### src/rtl/mbr_ram.sv
// Generic single-port-write, single-port-read RAM with registered read data.
module mbr_ram #(
  parameter int unsigned WIDTH = 8,
  parameter int unsigned DEPTH = 256
) (
  input  logic                     clk_i,
  input  logic                     we_i,
  input  logic [$clog2(DEPTH)-1:0] waddr_i,
  input  logic [WIDTH-1:0]         wdata_i,
  input  logic                     re_i,
  input  logic [$clog2(DEPTH)-1:0] raddr_i,
  output logic [WIDTH-1:0]         rdata_o
);

  logic [WIDTH-1:0] mem_q [DEPTH];
  logic [WIDTH-1:0] rdata_q;

  always_ff @(posedge clk_i) begin
    if (we_i) begin
      mem_q[waddr_i] <= wdata_i;
    end
    if (re_i) begin
      rdata_q <= mem_q[raddr_i];
    end
  end

  assign rdata_o = rdata_q;

endmodule

### config.mk
export PLATFORM = sky130hd
export DESIGN_NAME = mbr_ram
export DESIGN_NICKNAME = d
export VERILOG_FILES = /design/src/rtl/mbr_ram.sv
export SDC_FILE = /design/constraint.sdc
export NUM_CORES = 2
export LEC_CHECK = 0
export ABC_AREA = 1
export BUFFER_PORTS_ARGS = -buffer_cell sky130_fd_sc_hd__buf_2
export CAP_MARGIN = 10
export CORE_MARGIN = 2
export CORE_UTILIZATION = 50
export DETAILED_ROUTE_END_ITERATION = 10
export PLACE_DENSITY = 0.65
export SLEW_MARGIN = 20
export SYNTH_ARGS = -nofsm -noshare
export SYNTH_HDL_FRONTEND = slang
export SYNTH_SLANG_ARGS = --single-unit
### constraint.sdc
create_clock -name clk_i -period 5.34 [get_ports clk_i]
set_clock_uncertainty 0.05 [all_clocks]
set_input_delay 1.335 -clock clk_i [delete_from_list [all_inputs] [get_ports clk_i]]
set_output_delay 1.335 -clock clk_i [all_outputs]
set_load 0.005 [all_outputs]
# --- Word-level counts from Yosys, hierarchy flattened ---
# Memory sizes are Yosys's and may differ from the RTL's. A register that Yosys moved wholly into a read port is not among the register bits.
# Cells that the tools add are included.
totals:
  ff_bits: 0
  latchBits: 0
  mem_bits_rw: 2048
  rom_bits: 0
  input_bits: 27
  out_inout_bits: 8
  word_cells: 3
  memories: 1
mem_list:
  columns: ["name", "words", "width", "rd", "rd_ports_with_merged_regs", "wr", "line", "source"]
  rows:
  - ["mem_q", 256, 8, 1, 1, 1, "15", "logic [WIDTH-1:0] mem_q [DEPTH];"]
op_classes:
  n_addsub: 0
  multipliers: 0
  div: 0
  order_cmp: 0
  n_eq_ne: 0
  shift: 0
  muxes: 2
  bitwise_logic: 0
  n_reduce_logical: 0
ops:
  columns: ["operator", "count"]
  rows:
  - ["two-way mux 1 bit", 2]

# --- Logic depth before layout (Yosys ltp) ---
logic_depth:
  depth_word: 2
  ltp_mapped: 15
  ltp_nobuf: 11

# --- Worst setup path after synthesis ---
# No wires, ideal clock.
synth_path:
  path_kind: "input port to flip-flop"
  from: "in we_i"
  to: "mem mem_q[162][0], enable pin"
  setup_ns: 0.370
  arrival_ns: 2.456
  required_time_ns: 4.920
  setup_slack_ns: 2.464
  path_stages: 4
  n_path_buf: 2
  path_cell_list: "clkbuf_1 nand3_1 clkbuf_1 nor2_1"
synth_via:
  elab_chain_cells: 2
synth_lines:
  columns: ["item", "line", "source"]
  rows:
  - ["start: declaration", "7", "input logic we_i,"]
  - ["two-way mux 1 bit", "19", "if (we_i) begin"]
  - ["two-way mux 1 bit (implied by the code)", "20", "mem_q[waddr_i] <= wdata_i;"]
  - ["end: declaration", "15", null]
# Every way passes these cells.

==> impl_metrics.ini <==
[detailed_routing]
drt_iter0_markers = 7579
wl_per_cell_um = 24.6
via_per_inst = 5.93
drt_wl_total_um = 227000
drt_pass1_iterations = 6
drt.antenna.violating_nets = 0
drc = 0
dr_total_vias = 54700

[placement]
port_buffers = 34
pre_cts_ws_ns = 0.983
place_congestion = 0.874
dp_hpwl_um = 128000

[synthesis]
synth_top_cell_by_area = edfxtp_1
syn_avg_cell_area_um2 = 11.9
synth_fp_nets = 7030
synth_cell_types = 13
yosysWarnings = 0
synthAdderAreaFrac_pct = 0
synth_top_family_by_area = simple AND/OR/NAND/NOR gates
synth-seq-cells = 2056
synth_top_area_share_pct = 74.0
synth_area_leaders = edfxtp_1 (74%), nand3_1 (12%), nand2_1 (9.5%)
synthSimpleGateAreaFrac_pct = 22.9
syn_inst = 7003
synth_compound_area_share_pct = 0
yosysSeqAreaShare_pct = 74.0
synth_area_um2 = 83500
synthMuxAreaShare_pct = 0
synthXorXnorAreaFrac_pct = 0

[floorplanning]
die_w_um = 413
initial_core_util_pct = 50.5
io_pins = 35
fp.dieH_um = 413
core_area_um2 = 165000
dieArea_um2 = 170000
fp-row-count = 149

[critical_path]
cp.depth = 13
crit_type = in2reg
startpoint_type = primary input
cp.required_ns = 5.99
crit_family = simple AND/OR/NAND/NOR gates
crit_fanout = 138
crit_arrival_ns = 4.29
critPathBufInv = 3
reg2regPathDepth = 10
end_kind = register
crit_chain = buf_8, inv_16, buf_12, nand2_1, nand3_1, nand3_1, nand3_1, nand3_1, nand3_1, nand3_1, nand2_1, nand2_1, nand2_1
critPathMaxStageDelay_ns = 0.49
critPathSlowestCell = inv_16
cpMostUsedCell = nand3_1

[global_routing]
grt_start_max_net_pins = 184
grt_use_total_pct = 26.6
grt_pass1_wl_um = 338000
grt_pass1_vias = 51900
gr-total-overflow = 0
antenna_found_initial = 8

[timing]
max_freq_ghz = 0.274
setup_ws_ns = 1.69
final_hold_viol_count = 0
period_needed_ns = 3.65
setup_tns_ns = 0
period_share_pct = 68.3
slew_viol_final = 0
relSlewSlack_pct = 19.4
finalSetupViolations = 0
rsz0062_at_grt = false
worst_slew_pin_slew_ns = 1.21

[worst_hold_path]
hold_depth = 1
hold_path.class = in2reg

[clock_network]
cts_buffer_depth = 3
htreeDepth = 4
clk_pin_slew_ns = 0.06
cts_sinks = 2056
clock_latency_ns = 0.85
ctsHoldBuffers = 0
cts_made_buffers = 197
cts_tree = done
postCtsSetupBuffers = 0
cts_resized = 0
root_buffer = clkbuf_16

[power]
p_leak_nw = 31.5
vdd_ir_drop_max_mv = 0.354
power_density_nw_per_um2 = 365

[final_layout]
final_common_cell = nand2_1
seq_area_um2 = 61700
fin_nets = 6892
multi_input_area_um2 = 19100
layout-drive-gt1-share_pct = 5.93
final_cell_mix = nand2_1 (2119), edfxtp_1 (2056), nand3_1 (2019)
fillers = 13400
area_delta_synth_final_pct = 9.74

[outcome]
outcome = finished clean

[job]
drv_cap = 0
## cell type report
type | instances | area share [%]
Timing Repair Buffer | 146 | 1.73
Clock buffer | 255 | 5.74
Multi-Input combinational cell | 4425 | 20.9
Sequential cell | 2056 | 67.4
Inverter | 39 | 0.197
Antenna cell | 4 | 0.0109
Tap cell | 2189 | 2.99
Clock inverter | 111 | 1.04
## report_power, final
part / internal, mW / switching [mW] / leakage, nW
registers: 17.8 / 0.0229 / 18.5
clock network: 7.65 / 5.93 / 3.04
logic: 0.468 / 1.54 / 9.97
## cells in the mapped netlist
library cell / n
buf_4: 46
buf_2: 268
edfxtp_1: 2056
inv_4: 1
nand3_1: 2019
clkbuf_1: 112
nor2_1: 283
inv_2: 2
buf_8: 1
inv_1: 36
nand2_1: 2123
buf_1: 40
buf_6: 16
## final timing paths
kind,to,from,slack (ns)
worst max-delay path,rdata_o[1],raddr_i[0],1.69
worst min-delay path,rdata_o[4],re_i,0.93
worst max register to register,rdata_o[7],mem_q[55][7],3.10
worst min register to register,rdata_o[7],mem_q[218][7],1.06
## layer usage
| metal | routed length [µm] | GRT usage [%] |
|---|---|---|
| met4 | 6730 | 8.80 |
| met5 | 52 | 0 |
| met1 | 92300 | 38.0 |
| met2 | 106000 | 41.4 |
| met3 | 22000 | 5.02 |
## logic make-up after synthesis
logic type / count (synthesis)
buffers and inverters: 522
AND/OR/NAND/NOR: 4425
flip-flops: 2056
## registers in the layout, indices dropped and copies added (netlist names)
register,count
mem_q,2048
rdata_o,8
## stage by stage
| stage | power (mW) | hold slack [ns] | utilization (%) | instances | cell area [µm²] |
|---|---|---|---|---|---|
| after global placement | 20.1 | 1.03 | 51.6 | 8854 | 85400 |
| after global routing | 34.3 | 0.919 | 55.4 | 9221 | 91600 |
| after CTS | 33.5 | 0.877 | 55.4 | 9220 | 91600 |
| after detailed placement | 20.1 | 1.04 | 51.6 | 8854 | 85400 |
| final | 33.4 | 0.926 | 55.4 | 9225 | 91600 |
| after floorplan | 19.2 | 0.861 | - | 7003 | 83500 |
No activity file was read; power rests on OpenSTA's default activity.
